### src/rtl/stereo_bbd_chorus_defines.svh
// ----------------------------------------------------------------------------
// stereo bbd chorus assertion macros
// shared concurrent check forms, clocked on clk and held off during reset
// ----------------------------------------------------------------------------
`ifndef STEREO_BBD_CHORUS_DEFINES_SVH
`define STEREO_BBD_CHORUS_DEFINES_SVH

// same-cycle implication
`define SBC_ASSERT_NOW(lbl, ante, cons, msg) \
    lbl: assert property (@(posedge clk) disable iff (!rst_n) (ante) |-> (cons)) \
        else $error(msg);

// next-cycle implication
`define SBC_ASSERT_NEXT(lbl, ante, cons, msg) \
    lbl: assert property (@(posedge clk) disable iff (!rst_n) (ante) |=> (cons)) \
        else $error(msg);

`endif

### src/rtl/sbc_pkg.sv
`timescale 1ns / 1ps
// ----------------------------------------------------------------------------
// sbc_pkg
// types, constants, lookup tables and helpers of the stereo bbd chorus
// ----------------------------------------------------------------------------
package sbc_pkg;

    localparam int SMP_W       = 24;
    localparam int LANES       = 2;
    localparam int DELAY_DEPTH = 4096;
    localparam int DLY_AW      = $clog2(DELAY_DEPTH);
    localparam int SINE_DEPTH  = 1024;
    localparam int SINE_AW     = $clog2(SINE_DEPTH);
    localparam int TANH_STEPS  = 256;
    localparam int TANH_AW     = 9;
    localparam int TANH_W      = 31;
    localparam int TANH_SH     = SMP_W - 1 - 6;
    localparam int PHASE_W     = 24;
    localparam int PROD_W      = 30;
    localparam int MA_W        = 27;
    localparam int MB_W        = 25;
    localparam int CFG_AW      = 3;
    localparam int CFG_DW      = 23;

    localparam logic signed [31:0] SMP_MAX = 32'sd8388607;
    localparam logic signed [31:0] SMP_MIN = -32'sd8388608;

    localparam logic [31:0] EMPH_GAIN  = 32'd39322;
    localparam logic [31:0] BOOST_GAIN = 32'd75366;

    localparam logic [63:0] TANH_Q30_STEP = 64'd16775851;
    localparam logic [63:0] ONE_Q30       = 64'd1073741824;
    localparam logic [63:0] PI_Q30        = 64'd3373259426;
    localparam logic [63:0] HALF_PI_Q30   = 64'd1686629713;
    localparam logic [63:0] TWO_PI_Q30    = 64'd6746518852;

    typedef enum logic [CFG_AW-1:0] {
        CFG_LFO_STEP  = 3'd0,
        CFG_PRE_COEF  = 3'd1,
        CFG_DE_COEF   = 3'd2,
        CFG_BASE_DLY  = 3'd3,
        CFG_MOD_DEPTH = 3'd4,
        CFG_CROSS_AMT = 3'd5,
        CFG_CROSS_NRM = 3'd6,
        CFG_MONO      = 3'd7
    } cfg_idx_t;

    typedef struct packed {
        logic [22:0] lfo_phase_step;
        logic [15:0] pre_emph_coeff;
        logic [15:0] de_emph_coeff;
        logic [19:0] base_delay;
        logic [18:0] mod_depth;
        logic [15:0] cross_amount;
        logic [15:0] cross_norm;
        logic        mono_input;
    } cfg_t;

    typedef enum logic {
        ST_IDLE,
        ST_RUN
    } state_t;

    typedef enum logic [4:0] {
        STP_PRE_MUL,
        STP_PRE_UPD,
        STP_EMPH_MUL,
        STP_BOOST_MUL,
        STP_TANH_ADDR,
        STP_TANH_MUL,
        STP_TANH_OUT,
        STP_SINE_ADDR,
        STP_SINE_MUL,
        STP_LFO_MUL,
        STP_POS,
        STP_TAP_MUL,
        STP_TAP_ADD,
        STP_DE_MUL,
        STP_DE_UPD,
        STP_X_MUL,
        STP_N_MUL,
        STP_OUT
    } step_t;

    typedef struct packed {
        logic  load;
        logic  en;
        step_t step;
    } dp_cmd_t;

    typedef logic signed [SMP_W-1:0] sine_rom_t [SINE_DEPTH];
    typedef logic [TANH_W-1:0]       tanh_rom_t [TANH_STEPS+1];

    function automatic logic signed [SMP_W-1:0] sat_smp(input logic signed [31:0] v);
        logic signed [31:0] r;
        r = v;
        if (v > SMP_MAX)
        begin
            r = SMP_MAX;
        end
        else if (v < SMP_MIN)
        begin
            r = SMP_MIN;
        end
        return r[SMP_W-1:0];
    endfunction

    // restoring long division for the table build
    function automatic logic [63:0] udiv64(input logic [63:0] n, input logic [63:0] d);
        logic [63:0] q;
        logic [64:0] r;
        q = '0;
        r = '0;
        for (int b = 63; b >= 0; b--)
        begin
            r = {r[63:0], n[b]};
            if (r >= {1'b0, d})
            begin
                r    = r - {1'b0, d};
                q[b] = 1'b1;
            end
        end
        return q;
    endfunction

    function automatic sine_rom_t build_sine();
        sine_rom_t  rom;
        logic [63:0] a;
        logic [63:0] term;
        logic [63:0] sum;
        logic [63:0] v;
        logic        neg;
        for (int i = 0; i < SINE_DEPTH; i++)
        begin
            a   = 64'(i) * TWO_PI_Q30 / SINE_DEPTH;
            neg = 1'b0;
            if (a >= PI_Q30)
            begin
                neg = 1'b1;
                a   = a - PI_Q30;
            end
            if (a > HALF_PI_Q30)
            begin
                a = PI_Q30 - a;
            end
            term = a;
            sum  = a;
            for (int k = 1; k <= 6; k++)
            begin
                term = (((term * a) >> 30) * a) >> 30;
                case (k)
                    1:       term = term / 64'd6;
                    2:       term = term / 64'd20;
                    3:       term = term / 64'd42;
                    4:       term = term / 64'd72;
                    5:       term = term / 64'd110;
                    default: term = term / 64'd156;
                endcase
                if ((k % 2) == 1)
                begin
                    sum = sum - term;
                end
                else
                begin
                    sum = sum + term;
                end
            end
            v = (sum + 64'd64) >> 7;
            if (v > 64'd8388607)
            begin
                v = 64'd8388607;
            end
            rom[i] = neg ? -v[SMP_W-1:0] : v[SMP_W-1:0];
        end
        return rom;
    endfunction

    function automatic tanh_rom_t build_tanh();
        tanh_rom_t   rom;
        logic [63:0] t;
        logic [63:0] den;
        logic [63:0] nxt;
        rom[0] = '0;
        t      = 64'd0;
        for (int i = 0; i < TANH_STEPS; i++)
        begin
            den        = ONE_Q30 + ((t * TANH_Q30_STEP) >> 30);
            nxt        = udiv64(((t + TANH_Q30_STEP) << 30) + (den >> 1), den);
            rom[i + 1] = nxt[TANH_W-1:0];
            t          = nxt;
        end
        return rom;
    endfunction

    localparam sine_rom_t SINE_ROM = build_sine();
    localparam tanh_rom_t TANH_ROM = build_tanh();

endpackage

### src/rtl/sbc_cfg.sv
`timescale 1ns / 1ps
// ----------------------------------------------------------------------------
// sbc_cfg
// configuration register file with reset defaults and indexed writes
// ----------------------------------------------------------------------------
module sbc_cfg (
    input  logic                          clk,
    input  logic                          rst_n,
    input  logic                          cfg_we,
    input  logic [sbc_pkg::CFG_AW-1:0]    cfg_addr,
    input  logic [sbc_pkg::CFG_DW-1:0]    cfg_wdata,
    output sbc_pkg::cfg_t                 cfg
);

    sbc_pkg::cfg_t cfg_reg;
    sbc_pkg::cfg_t cfg_next;

    always_comb
    begin
        cfg_next = cfg_reg;
        if (cfg_we)
        begin
            case (sbc_pkg::cfg_idx_t'(cfg_addr))
                sbc_pkg::CFG_LFO_STEP:  cfg_next.lfo_phase_step = cfg_wdata[22:0];
                sbc_pkg::CFG_PRE_COEF:  cfg_next.pre_emph_coeff = cfg_wdata[15:0];
                sbc_pkg::CFG_DE_COEF:   cfg_next.de_emph_coeff  = cfg_wdata[15:0];
                sbc_pkg::CFG_BASE_DLY:  cfg_next.base_delay     = cfg_wdata[19:0];
                sbc_pkg::CFG_MOD_DEPTH: cfg_next.mod_depth      = cfg_wdata[18:0];
                sbc_pkg::CFG_CROSS_AMT: cfg_next.cross_amount   = cfg_wdata[15:0];
                sbc_pkg::CFG_CROSS_NRM: cfg_next.cross_norm     = cfg_wdata[15:0];
                sbc_pkg::CFG_MONO:      cfg_next.mono_input     = cfg_wdata[0];
                default:                cfg_next = cfg_reg;
            endcase
        end
    end

    always_ff @(posedge clk or negedge rst_n)
    begin
        if (!rst_n)
        begin
            cfg_reg.lfo_phase_step <= 23'd1118;
            cfg_reg.pre_emph_coeff <= 16'd17980;
            cfg_reg.de_emph_coeff  <= 16'd41550;
            cfg_reg.base_delay     <= 20'd58982;
            cfg_reg.mod_depth      <= 19'd5603;
            cfg_reg.cross_amount   <= 16'd29491;
            cfg_reg.cross_norm     <= 16'd45198;
            cfg_reg.mono_input     <= 1'b0;
        end
        else
        begin
            cfg_reg <= cfg_next;
        end
    end

    assign cfg = cfg_reg;

endmodule

### config.mk
export PLATFORM = sky130hd
export DESIGN_NAME = sbc_cfg
export DESIGN_NICKNAME = d
export VERILOG_FILES = /design/src/rtl/stereo_bbd_chorus_defines.svh /design/src/rtl/sbc_pkg.sv /design/src/rtl/sbc_cfg.sv
export SDC_FILE = /design/constraint.sdc
export NUM_CORES = 1
export LEC_CHECK = 0
export ABC_AREA = 1
export BUFFER_PORTS_ARGS = -buffer_cell sky130_fd_sc_hd__buf_2
export CORE_MARGIN = 2
export CORE_UTILIZATION = 40
export DETAILED_ROUTE_END_ITERATION = 7
export SLEW_MARGIN = 20
export SYNTH_ARGS = -nofsm -noshare
export SYNTH_HDL_FRONTEND = slang
export SYNTH_SLANG_ARGS = --single-unit
### constraint.sdc
create_clock -name clk -period 1 [get_ports clk]
set_input_delay 0.1 -clock clk [delete_from_list [all_inputs] [get_ports clk]]
set_output_delay 0.1 -clock clk [all_outputs]
set_load 0.05 [all_outputs]
# Yosys cells after proc, flatten, opt, wreduce, memory -nomap -nowiden
# Index checks and enable logic that the tools add are counted.
# totals
mem_bits_rw,0
n_memories,0
register_bits,127
mem_bits_ro,0
latch_bits,0
# classes
n_eq_ne,7
mux,0
reduce_logical,9
order_cmp,0
shift,0
n_mul,0
div,0
n_bitwise,0
add_sub_neg,0
# op_table
cell,count
$reduce_and 2->1,8
$eq 3x3->1 const B,4
$eq 3x2->1 const B,2
$eq 3x1->1 const B,1
$logic_not 3->1,1

# Logic depth before layout (Yosys ltp)
# depth
word_depth,2
depth_mapped,6

# Worst setup path before layout
# No wires, ideal clock.
# synth_timing
kind,input to register
start,input port cfg_addr[0] (netlist name)
end,"register cfg_reg, in the netlist cfg[42]"
setup_slack_ps,67
path_buffers,1
arrival_time_ps,814
path_stages,5
cell_sequence,nor2_2 nand2_1 buf_2 nand2_1 nand2_1
# synth_between
elab_chain_cells,2
# synth_rtl
item,line_no,text
start: declaration,sbc_cfg.sv:10,"input logic [sbc_pkg::CFG_AW-1:0] cfg_addr,"
$eq 3x3->1,sbc_cfg.sv:23,case (sbc_pkg::cfg_idx_t'(cfg_addr))
$reduce_and 2->1 (no line),n/a,
end signal: assignment,sbc_cfg.sv:52,cfg_reg <= cfg_next;
end: declaration,sbc_cfg.sv:15,sbc_pkg::cfg_t cfg_reg;
# No other way between the ends.
# A chain may end at the register's enable or synchronous reset.

# Worst setup path after layout
# layout_timing
start,"register cfg_reg, in the netlist cfg[41]"
end,output port cfg[41] (netlist name)
# layout_rtl
item,line_no,text
end: declaration,sbc_cfg.sv:12,output sbc_pkg::cfg_t cfg
# No word-level cell between the ends.

==> results.tsv <==
metric	value	unit
outcome	finished with violations	
violated checks	setup timing	
Sinks on Clock Net	127	
path type of the worst setup path	register to primary output	
number of global-route vias before repair	4675	
buffers plus inverters on the worst setup path	1	
maximum fanout encountered on the critical timing path	2	
root buffer selected by CTS	clkbuf_16	
path category of the worst min-delay check	primary input to register	
Worst path top cell family by delay	flip-flops	
cells along the critical path	buf_8	
area share of the largest cell type after synthesis	0.369	
worst max-slew margin expressed relative to the limit	0.819	
setup clock skew after layout	0	ns
DRC	0	
GPL Wtd Cong	0.800	
setup slack of the critical path after layout	-0.235	ns
Rows	40	
pwr/cell area	2610	nW/µm²
post-detailed-route wirelength per cell	16.1	µm
post-synthesis cell type with the largest combined area	dfrtp_1	
Worst R2R End	cfg[10]	
number of maximum-capacitance constraint violations	0	
global router's overall resource usage	0.244	
beginning of the worst register-to-register path	cfg[10]	
number of pins with negative max-slew slack in the final report	0	
Final Cycle Share	1.24	
number of nets produced by synthesis	590	
required time worst endpoint	0.90	ns
category of the worst setup path capture point	primary output	
number of cells traversed by the worst hold path	3	
Syn Area/Cell	8.93	µm²
sequential-to-total area share from yosys stat	0.647	
hold_sp	cfg_wdata[0]	
unique cell type count in the Yosys netlist	12	
f_max	809	MHz
post-route antenna net violation count	0	
I/O pin count	156	
Syn Inst Count	561	
CTS tree	built	
layout cells sized above 1	0.390	
Clk pin slew, worst setup/hold paths	0.05	ns
Avg Vias per Cell	4.81	
total power	0.0220	W
delay of the slowest cell on the worst path	0.57	ns
first-pass GRT wire length	24600	µm
number of endpoints failing setup at the final stage	127	
PortBufs	155	
DRT iter0 DRCs	324	
Area contributors post-synth	dfrtp_1 37%, dfstp_2 28%, nand2_1 24%, nand3_1 7.5%, buf_2 1.7%	
number of CTS-inserted buffers	17	
DIE AREA	13400	µm²
Non-Filler Instances	981	
post-detail-place hpwl	10000	µm
core region area	12100	µm²
final hold violation count	0	
insertion delay of the later-clocked pin in the worst-skew pair	0.41	ns
kind of start point of the critical path	register	
most numerous cell in the Yosys netlist	nand2_1	
flip-flop count of the largest register after layout	127	
number of enable flip-flop cells after synthesis	0	
Synth warnings	0	
Worst Hold End	cfg[17]	
r2r worst-path depth	4	
crit path max-delay cell type	dfstp_2	
length of the first detailed-routing pass in iterations	8	
Synth Register Bits	127	
number of antenna violations at the first check in global routing	0	
number of nets in the layout	829	
worst setup slack for register-to-register paths	0.12	ns
die width	116	µm
largest buffer count on any clock path	2	
pin count of the biggest net entering global routing	51	
Synth Cell Area	5010	µm²
total instance count after detailed placement	883	
diode count	0	
gr ovfl total	0	
main flop type after synthesis	dfrtp_1	
initial core utilization	0.414	
worst vdd ir	1.09	mV
static power due to leakage	4.37	nW
clock period minus worst slack	1.24	ns
top post-synthesis cells by count	317 x nand2_1, 75 x nand3_1, 74 x dfrtp_1	
total vias in the final route	4721	
H-tree level count	4	
die extent in y	116	µm
final wirelength	15800	µm
pin slew with the least headroom to its limit	0.272	ns
Syn-to-layout area delta	68.2	%
ys async rst share	1.00	
RSZ-0062 raised after global routing	yes	
Arr. time, crit path	1.14	ns
worst register-to-register path: cells and delay by family, from the launching register on:
kind | cells | cell delay, ns
DFF | 1 | 0.40
buffers and inverters | 2 | 0.26
and+or+nand+nor | 2 | 0.11
stage by stage:
step	worst slack, ns	area [µm²]	setup TNS [ns]	hold WS (ns)	utilization
2_1_floorplan	0.0671	5010	0	-0.196	-
3_3_place_gp	-0.0305	6250	-0.605	0.107	0.516
3_5_place_dp	-0.0678	6250	-3.02	0.111	0.516
4_1_cts	-0.247	8240	-18.11	0.00198	0.681
5_1_grt	-0.264	8430	-19.34	0.0203	0.696
6_report	-0.235	8430	-16.24	0.0247	0.696
how the worst max path moves through the flow:
| stage | startpoint | to | slack [ns] | cells past startpoint |
|---|---|---|---|---|
| global placement | cfg_we | cfg[94] | -0.03 | 7 |
| global route | cfg[41] | cfg[41] | -0.26 | 1 |
| detailed placement | cfg_we | cfg[124] | -0.07 | 7 |
| CTS | cfg[41] | cfg[41] | -0.25 | 1 |
| floorplan | cfg_addr[0] | cfg[42] | 0.07 | 5 |
| finish | cfg[41] | cfg[41] | -0.24 | 1 |
layout by cell type, fill, tap and decap left out:
cell type / n
nor2_1: 1
clkbuf_8: 3
buf_4: 58
clkinvlp_4: 2
nor2_2: 2
buf_6: 74
clkbuf_1: 2
bufinv_16: 4
clkinv_2: 3
nand3_1: 75
buf_12: 13
buf_2: 27
buf_8: 53
inv_2: 3
dlygate4sd3_1: 23
inv_1: 3
nand2_1: 317
dfstp_2: 53
o21ai_0: 1
dfrtp_1: 74
clkinv_4: 1
clkbuf_16: 17
nor2_4: 4
per-layer routing:
| metal | up-vias | share of wire | global-route usage | wire [µm] |
|---|---|---|---|---|
| met2 | 155 | 0.51 | 0.413 | 8140 |
| li1 | 2228 | - | - | - |
| met4 | 0 | 0.022 | 0.0794 | 341 |
| met5 | - | 0 | 0 | 0 |
| met3 | 28 | 0.055 | 0.0622 | 874 |
| met1 | 2310 | 0.41 | 0.307 | 6470 |
cells by family (layout without fill, tap and decap cells):
kind of cell,Yosys count,count (layout),synth area share
AOI/OAI and AO/OA,1,1,0.000998
buffers and inverters,34,286,0.0297
DFF,127,127,0.647
and+or+nand+nor,399,399,0.322
timing repair:
item | CTS | global route
hold endpoints to repair | 193 | 0
setup buffers | 18 | 25
hold buffers | 23 | 0
pin swaps | 0 | 0
setup endpoints to repair | 127 | 127
gates resized for setup | 307 | 0
final cells by class:
cell class	instances	area (µm²)
clock inverters	10	159
multi-input cells	400	1630
clock buffers	22	474
fillers	936	3680
repair buffers	248	2690
well taps	168	210
flip-flops and latches	127	3240
inverters	6	22.5
where the power goes:
group,switching (W),internal (W)
sequential,0.000862,0.00643
combinational,0.00496,0.00314
clock,0.00226,0.00436
total,0.00808,0.0139
Note: power is estimated with default switching activity, not from simulation.
