===== config.mk =====
export PLATFORM = sky130hd
export DESIGN_NAME = sbc_ctrl
export DESIGN_NICKNAME = d
export VERILOG_FILES = /design/src/rtl/sbc_pkg.sv /design/src/rtl/sbc_ctrl.sv
export VERILOG_INCLUDE_DIRS = /design/src /design/src/rtl
export SDC_FILE = /design/constraint.sdc
export NUM_CORES = 1
export LEC_CHECK = 0
export ABC_AREA = 1
export BUFFER_PORTS_ARGS = -buffer_cell sky130_fd_sc_hd__buf_2
export CORE_AREA = 2 2 39 41
export CTS_CLUSTER_SIZE = 40
export DETAILED_ROUTE_END_ITERATION = 10
export DIE_AREA = 0 0 41 43
export GPL_ROUTABILITY_DRIVEN = 0
export SETUP_SLACK_MARGIN = 0.5
export SLEW_MARGIN = 5
export SYNTH_ARGS = -nofsm -noshare
export SYNTH_HDL_FRONTEND = slang
export SYNTH_SLANG_ARGS = --single-unit

===== constraint.sdc =====
create_clock -name clk -period 1.4 [get_ports clk]
set_input_delay 0.14 -clock clk [delete_from_list [all_inputs] [get_ports clk]]
set_output_delay 0.14 -clock clk [all_outputs]
set_load 0.02 [all_outputs]

===== src/rtl/stereo_bbd_chorus_defines.svh =====
// ----------------------------------------------------------------------------
// stereo bbd chorus assertion macros
// shared concurrent check forms, clocked on clk and held off during reset
// ----------------------------------------------------------------------------
`ifndef STEREO_BBD_CHORUS_DEFINES_SVH
`define STEREO_BBD_CHORUS_DEFINES_SVH

// same-cycle implication
`define SBC_ASSERT_NOW(lbl, ante, cons, msg) \
    lbl: assert property (@(posedge clk) disable iff (!rst_n) (ante) |-> (cons)) \
        else $error(msg);

// next-cycle implication
`define SBC_ASSERT_NEXT(lbl, ante, cons, msg) \
    lbl: assert property (@(posedge clk) disable iff (!rst_n) (ante) |=> (cons)) \
        else $error(msg);

`endif


===== src/rtl/sbc_pkg.sv =====
`timescale 1ns / 1ps
// ----------------------------------------------------------------------------
// sbc_pkg
// types, constants, lookup tables and helpers of the stereo bbd chorus
// ----------------------------------------------------------------------------
package sbc_pkg;

    localparam int SMP_W       = 24;
    localparam int LANES       = 2;
    localparam int DELAY_DEPTH = 4096;
    localparam int DLY_AW      = $clog2(DELAY_DEPTH);
    localparam int SINE_DEPTH  = 1024;
    localparam int SINE_AW     = $clog2(SINE_DEPTH);
    localparam int TANH_STEPS  = 256;
    localparam int TANH_AW     = 9;
    localparam int TANH_W      = 31;
    localparam int TANH_SH     = SMP_W - 1 - 6;
    localparam int PHASE_W     = 24;
    localparam int PROD_W      = 30;
    localparam int MA_W        = 27;
    localparam int MB_W        = 25;
    localparam int CFG_AW      = 3;
    localparam int CFG_DW      = 23;

    localparam logic signed [31:0] SMP_MAX = 32'sd8388607;
    localparam logic signed [31:0] SMP_MIN = -32'sd8388608;

    localparam logic [31:0] EMPH_GAIN  = 32'd39322;
    localparam logic [31:0] BOOST_GAIN = 32'd75366;

    localparam logic [63:0] TANH_Q30_STEP = 64'd16775851;
    localparam logic [63:0] ONE_Q30       = 64'd1073741824;
    localparam logic [63:0] PI_Q30        = 64'd3373259426;
    localparam logic [63:0] HALF_PI_Q30   = 64'd1686629713;
    localparam logic [63:0] TWO_PI_Q30    = 64'd6746518852;

    typedef enum logic [CFG_AW-1:0] {
        CFG_LFO_STEP  = 3'd0,
        CFG_PRE_COEF  = 3'd1,
        CFG_DE_COEF   = 3'd2,
        CFG_BASE_DLY  = 3'd3,
        CFG_MOD_DEPTH = 3'd4,
        CFG_CROSS_AMT = 3'd5,
        CFG_CROSS_NRM = 3'd6,
        CFG_MONO      = 3'd7
    } cfg_idx_t;

    typedef struct packed {
        logic [22:0] lfo_phase_step;
        logic [15:0] pre_emph_coeff;
        logic [15:0] de_emph_coeff;
        logic [19:0] base_delay;
        logic [18:0] mod_depth;
        logic [15:0] cross_amount;
        logic [15:0] cross_norm;
        logic        mono_input;
    } cfg_t;

    typedef enum logic {
        ST_IDLE,
        ST_RUN
    } state_t;

    typedef enum logic [4:0] {
        STP_PRE_MUL,
        STP_PRE_UPD,
        STP_EMPH_MUL,
        STP_BOOST_MUL,
        STP_TANH_ADDR,
        STP_TANH_MUL,
        STP_TANH_OUT,
        STP_SINE_ADDR,
        STP_SINE_MUL,
        STP_LFO_MUL,
        STP_POS,
        STP_TAP_MUL,
        STP_TAP_ADD,
        STP_DE_MUL,
        STP_DE_UPD,
        STP_X_MUL,
        STP_N_MUL,
        STP_OUT
    } step_t;

    typedef struct packed {
        logic  load;
        logic  en;
        step_t step;
    } dp_cmd_t;

    typedef logic signed [SMP_W-1:0] sine_rom_t [SINE_DEPTH];
    typedef logic [TANH_W-1:0]       tanh_rom_t [TANH_STEPS+1];

    function automatic logic signed [SMP_W-1:0] sat_smp(input logic signed [31:0] v);
        logic signed [31:0] r;
        r = v;
        if (v > SMP_MAX)
        begin
            r = SMP_MAX;
        end
        else if (v < SMP_MIN)
        begin
            r = SMP_MIN;
        end
        return r[SMP_W-1:0];
    endfunction

    // restoring long division for the table build
    function automatic logic [63:0] udiv64(input logic [63:0] n, input logic [63:0] d);
        logic [63:0] q;
        logic [64:0] r;
        q = '0;
        r = '0;
        for (int b = 63; b >= 0; b--)
        begin
            r = {r[63:0], n[b]};
            if (r >= {1'b0, d})
            begin
                r    = r - {1'b0, d};
                q[b] = 1'b1;
            end
        end
        return q;
    endfunction

    function automatic sine_rom_t build_sine();
        sine_rom_t  rom;
        logic [63:0] a;
        logic [63:0] term;
        logic [63:0] sum;
        logic [63:0] v;
        logic        neg;
        for (int i = 0; i < SINE_DEPTH; i++)
        begin
            a   = 64'(i) * TWO_PI_Q30 / SINE_DEPTH;
            neg = 1'b0;
            if (a >= PI_Q30)
            begin
                neg = 1'b1;
                a   = a - PI_Q30;
            end
            if (a > HALF_PI_Q30)
            begin
                a = PI_Q30 - a;
            end
            term = a;
            sum  = a;
            for (int k = 1; k <= 6; k++)
            begin
                term = (((term * a) >> 30) * a) >> 30;
                case (k)
                    1:       term = term / 64'd6;
                    2:       term = term / 64'd20;
                    3:       term = term / 64'd42;
                    4:       term = term / 64'd72;
                    5:       term = term / 64'd110;
                    default: term = term / 64'd156;
                endcase
                if ((k % 2) == 1)
                begin
                    sum = sum - term;
                end
                else
                begin
                    sum = sum + term;
                end
            end
            v = (sum + 64'd64) >> 7;
            if (v > 64'd8388607)
            begin
                v = 64'd8388607;
            end
            rom[i] = neg ? -v[SMP_W-1:0] : v[SMP_W-1:0];
        end
        return rom;
    endfunction

    function automatic tanh_rom_t build_tanh();
        tanh_rom_t   rom;
        logic [63:0] t;
        logic [63:0] den;
        logic [63:0] nxt;
        rom[0] = '0;
        t      = 64'd0;
        for (int i = 0; i < TANH_STEPS; i++)
        begin
            den        = ONE_Q30 + ((t * TANH_Q30_STEP) >> 30);
            nxt        = udiv64(((t + TANH_Q30_STEP) << 30) + (den >> 1), den);
            rom[i + 1] = nxt[TANH_W-1:0];
            t          = nxt;
        end
        return rom;
    endfunction

    localparam sine_rom_t SINE_ROM = build_sine();
    localparam tanh_rom_t TANH_ROM = build_tanh();

endpackage


===== src/rtl/sbc_ctrl.sv =====
`timescale 1ns / 1ps
// ----------------------------------------------------------------------------
// sbc_ctrl
// sequencer that steps the datapath through one sample pair and owns the
// output valid flag
// ----------------------------------------------------------------------------
`include "stereo_bbd_chorus_defines.svh"

module sbc_ctrl (
    input  logic              clk,
    input  logic              rst_n,
    input  logic              in_valid,
    output logic              in_ready,
    output logic              out_valid,
    input  logic              out_ready,
    output sbc_pkg::dp_cmd_t  cmd
);

    sbc_pkg::state_t state_reg;
    sbc_pkg::state_t state_next;
    sbc_pkg::step_t  step_reg;
    sbc_pkg::step_t  step_next;
    logic            out_valid_reg;
    logic            out_valid_next;

    always_ff @(posedge clk or negedge rst_n)
    begin
        if (!rst_n)
        begin
            state_reg     <= sbc_pkg::ST_IDLE;
            step_reg      <= sbc_pkg::STP_PRE_MUL;
            out_valid_reg <= 1'b0;
        end
        else
        begin
            state_reg     <= state_next;
            step_reg      <= step_next;
            out_valid_reg <= out_valid_next;
        end
    end

    always_comb
    begin
        state_next     = state_reg;
        step_next      = step_reg;
        out_valid_next = out_valid_reg;
        in_ready       = 1'b0;
        cmd.load       = 1'b0;
        cmd.en         = 1'b0;
        cmd.step       = step_reg;
        if (out_valid_reg && out_ready)
        begin
            out_valid_next = 1'b0;
        end
        case (state_reg)
            sbc_pkg::ST_IDLE:
            begin
                in_ready = 1'b1;
                if (in_valid)
                begin
                    cmd.load   = 1'b1;
                    state_next = sbc_pkg::ST_RUN;
                    step_next  = sbc_pkg::STP_PRE_MUL;
                end
            end
            sbc_pkg::ST_RUN:
            begin
                // last step waits for a free output register
                if (!(step_reg == sbc_pkg::STP_OUT && out_valid_reg && !out_ready))
                begin
                    cmd.en = 1'b1;
                    if (step_reg == sbc_pkg::STP_OUT)
                    begin
                        state_next     = sbc_pkg::ST_IDLE;
                        out_valid_next = 1'b1;
                    end
                    else
                    begin
                        step_next = sbc_pkg::step_t'(step_reg + 5'd1);
                    end
                end
            end
            default:
            begin
                state_next = sbc_pkg::ST_IDLE;
            end
        endcase
    end

    assign out_valid = out_valid_reg;

    `SBC_ASSERT_NEXT(a_accept_starts, in_valid && in_ready, state_reg == sbc_pkg::ST_RUN && step_reg == sbc_pkg::STP_PRE_MUL, "accepted transaction did not start the sequence")
    `SBC_ASSERT_NOW(a_busy_blocks, state_reg == sbc_pkg::ST_RUN, !in_ready, "input taken while busy")
    `SBC_ASSERT_NOW(a_rise_after_out, $rose(out_valid_reg), $past(cmd.en && cmd.step == sbc_pkg::STP_OUT), "result shown without output step")

endmodule


Word-level counts from Yosys, hierarchy flattened
Cells that the tools add are included.
{"block": "totals", "in_bits": 4, "regBits": 7}
{"block": "classes", "muxes": 16, "bitwise": 1, "addsub": 1, "reduce_logical": 5, "eq_ne": 4}
{"op": "2-to-1 mux 5 bit", "count": 3}
{"op": "2-to-1 mux 1 bit", "count": 11}
{"op": "one-hot mux 5 bit (2 select lines)", "count": 1}
{"op": "!= test 2 bit (second input constant)", "count": 3}
{"op": "adder 5 x 1 -> 5 bit (second input constant)", "count": 1}
{"op": "equality test 5 bit (second input constant)", "count": 1}
{"op": "logical AND 1 bit", "count": 3}
{"op": "AND reduction 3 bit", "count": 1}
{"op": "one-hot mux 1 bit (2 select lines)", "count": 1}
{"op": "logical NOT 1 bit", "count": 1}
{"op": "inverter 1 bit", "count": 1}

Logic depth before layout (Yosys ltp)
{"block": "depth", "depth_word": 5, "depth_mapped": 8, "mapped_depth_nobuf": 8}

Worst setup path before layout
Ideal clock, no wire load.
{"block": "synth_timing", "path_type": "register to output", "startpoint": "register step_reg[1]", "endpoint": "output cmd[5] (netlist bit)", "path_stages_with_launch": 8, "required_ps": 1260, "setup_slack_ps": 108, "path_buffers": 0, "t_arrival_ps": 1152, "cell_sequence": "dfrtp_1 > inv_1 > ha_1 > nand2_1 > inv_1 > nand2_2 > o21ai_1 > inv_1"}
{"element": "from (decl)", "line": "sbc_ctrl.sv:21", "text": "sbc_pkg::step_t step_reg;"}
{"element": "from (signal assigned)", "line": "sbc_ctrl.sv:31", "text": "step_reg <= sbc_pkg::STP_PRE_MUL;"}
{"element": "from (signal assigned)", "line": "sbc_ctrl.sv:37", "text": "step_reg <= step_next;"}
{"element": "to (decl)", "line": "sbc_ctrl.sv:16", "text": "output sbc_pkg::dp_cmd_t cmd"}

==> summary.txt <==
STA
  – Final hold vios: 0
  – RSZ-0062 raised after global routing: yes
  – Hold_ws: 0.222 ns
  – Crit share post-route: 103%
  – Count of pins over their slew limit: 0
  – Final Skew: between 0.002 and 0.0025 ns
  – Fin worst setup slack: -0.0417 ns
  – Crit path time final: 1.44 ns
  – Slew HR: 87.2%
  – Final setup viols: 1
  – Setup TNS: -0.0417 ns
  – Max Fclk: between 600 and 700 MHz
  – Worst Max-Slew Pin Slew: around 0.19 ns

Yosys
  – Synth top area share: 42.9%
  – Yosys reg bits: 7
  – Ys Warns: 0
  – Mapped cell area: just over 400 um2
  – Synth top area cells: dfrtp_1, nand2_1, inv_1
  – Synth Instances: 51
  – Yosys top cell by area: dfrtp_1
  – Netlist cell types: 16
  – Post-Syn Nets: 57
  – Seq/Total Area, Yosys: between 40 and 50%
  – Avg Cell Area, Syn: between 7 and 8 um2

Global routing
  – Pin count of the biggest net entering global routing: 8
  – GRT Util Overall: 15.4%
  – Initial antenna violation count: 0
  – Total gr overflow: 0
  – First-pass GRT wire length: 1800 um
  – Vias in the first global route: 425

Finish
  – Nets: 93
  – Share of layout cells above drive strength 1: 64.0%
  – Synth-to-layout area growth: 99.1%
  – # diodes: 0
  – # fillers: 127
  – Register area: 180 um2
  – Multi-input gate area: 268 um2
  – Largest register FFs: 5

Floorplanning
  – IO Count: 13
  – Die area: 1760 um2
  – Initial Utilization: 29.5%
  – Site Rows: 14
  – Die Y-Extent: roughly 43 um
  – Die outline width: 41 um
  – Core ar.: 1380 um2

Run status
  – Status: complete, but fails checks
  – Failing checks: negative setup slack

Worst setup path
  – CP Launch Point: step_reg[1]
  – CP arrival: 1.30 ns
  – Setup CP Type: reg2out
  – CP Max Fanout: 2
  – RR Startpoint: step_reg[1]
  – Crit path required time: between 1 and 1.5 ns
  – Cells along the critical path: inv_2 -> ha_4 -> nand2_2 -> inv_2 -> nand2_4 -> o21ai_2 -> inv_2 -> buf_6
  – CP Launch Type: flop
  – Slowest CP cell: dfrtp_2
  – Slowest stage delay, CP: 0.40 ns
  – Cell family with the largest share of critical-path delay: flip-flops
  – CP bufs+invs: 4
  – Nature of the critical path endpoint: output port
  – Most frequent CP cell: inv_2

Drt
  – Initial DRC Count: 2
  – Final WL: 1240 um
  – Drt pass-1 iters: 4
  – WL/cell: 12.2 um
  – Vias/cell: 4.67
  – Vias: about 480
  – Final antenna-violating net count: 0
  – Drc violations: 0

CTS
  – Clock slew at reported path FFs: approximately 0.050 ns
  – Clk buf depth: 2
  – Worst skew pair latency: 0.25 ns
  – H-tree depth: 1
  – CTS Buf Count: 3
  – CTS tree: yes
  – Sink Count: 7
  – Root Driver: clkbuf_4

Worst hold path
  – Hold path start: out_ready
  – Path type of the worst min-delay path: in2reg

Placed design
  – Hpwl dp: a little under 700 um
  – Buffers on Ports: 12
  – Pre-CTS setup slack: 0.145 ns

Flow run
  – Total of max-cap violations: 0

Power and ir drop
  – Pwr dens: 2430 nW/um2
  – Peak supply drop: 1060 uV
  – Leak Pwr: between 0.4 and 0.5 nW
cells by family (layout without fill, tap and decap cells):
kind of cell / count (synthesis) / count (layout) / share of synthesized area, %
AOI/OAI and AO/OA: 4 / 4 / 6.13
buffers and inverters: 9 / 44 / 9.20
DFF: 7 / 7 / 42.9
and+or+nand+nor: 29 / 29 / 35.6
adders and majority gates: 2 / 2 / 6.13
repair_timing:
action,CTS,global route
hold endpoints to repair,7,0
hold buffers,1,0
resized for setup,25,9
pin swaps,5,10
endpoints found under the setup margin,16,16
setup buffers,9,6
gates cloned,0,0
cell usage after synthesis:
master,n
buf_4,1
dfrtp_1,7
ha_1,2
inv_1,8
nand2_1,10
nand2_2,2
nand2_4,1
nand3_1,5
nand3b_1,2
nand4_1,3
nor2_1,5
o211ai_1,1
o21ai_0,1
o21ai_1,1
o21bai_1,1
or2_1,1
layout by cell type (no fill, tap or decap):
| cell | n |
|---|---|
| nand2_4 | 2 |
| nand3b_1 | 2 |
| o21ai_2 | 1 |
| nand2_2 | 1 |
| nand4_1 | 3 |
| inv_2 | 3 |
| or2_1 | 1 |
| nand3_2 | 4 |
| buf_6 | 13 |
| clkinvlp_4 | 1 |
| nand3_1 | 1 |
| o21bai_1 | 1 |
| nand2_8 | 1 |
| inv_1 | 3 |
| clkbuf_4 | 3 |
| ha_4 | 2 |
| dfrtp_1 | 3 |
| buf_4 | 14 |
| inv_4 | 1 |
| nand2_1 | 9 |
| dlygate4sd3_1 | 1 |
| dfrtp_2 | 4 |
| o211ai_1 | 1 |
| o21ai_0 | 1 |
| nor2_2 | 1 |
| buf_2 | 4 |
| nor2_1 | 4 |
| clkbuf_1 | 1 |
stage by stage:
step / util, % / std cells / instance area [um2] / power [mW]
detailed placement: 39.1 / 82 / 541 / 1.18
finish: 58.7 / 102 / 812 / 1.97
CTS: 52.4 / 96 / 726 / 1.75
floorplan: - / 51 / 442 / 0.933
global route: 58.7 / 102 / 812 / 2.11
global placement: 39.1 / 82 / 541 / 1.18
per-layer routing:
layer	wire length, um	vias to the layer above	part of all wire [%]	global-route usage [%]
met1	549	232	44	19.5
met4	0	0	0	10.0
met2	649	8	52	22.5
li1	-	236	-	-
met3	45	0	3.6	3.14
met5	0	-	0	0
power by group:
part | total, mW | internal [mW] | switching, mW
sequential | 0.392 | 0.306 | 0.0858
combinational | 1.39 | 0.731 | 0.660
clock | 0.186 | 0.109 | 0.0769
worst paths after layout:
path	to	slack, ns	depth (start not counted)
setup / recovery	cmd[5]	-0.04	8
max in group asynchronous	state_reg	0.96	2
setup reg to reg	state_reg	0.08	9
hold / removal	state_reg	0.22	4
min in group asynchronous	step_reg[0]	0.26	2
hold reg to reg	out_valid	0.57	2
worst min-delay path, delay by kind of cell:
family / cells / cell delay (ns)
buffers and inverters: 2 / 0.10
AND/OR/NAND/NOR: 1 / 0.10
AO/OA/AOI/OAI: 1 / 0.09
cell type report:
cell class / instances / share of cell area, %
Multi-Input combinational cell: 35 / 33.0
Sequential cell: 7 / 22.2
Tap cell: 16 / 2.47
Timing Repair Buffer: 32 / 34.7
Inverter: 8 / 4.47
Clock buffer: 4 / 3.24
Note: power is estimated with default switching activity, not from simulation.
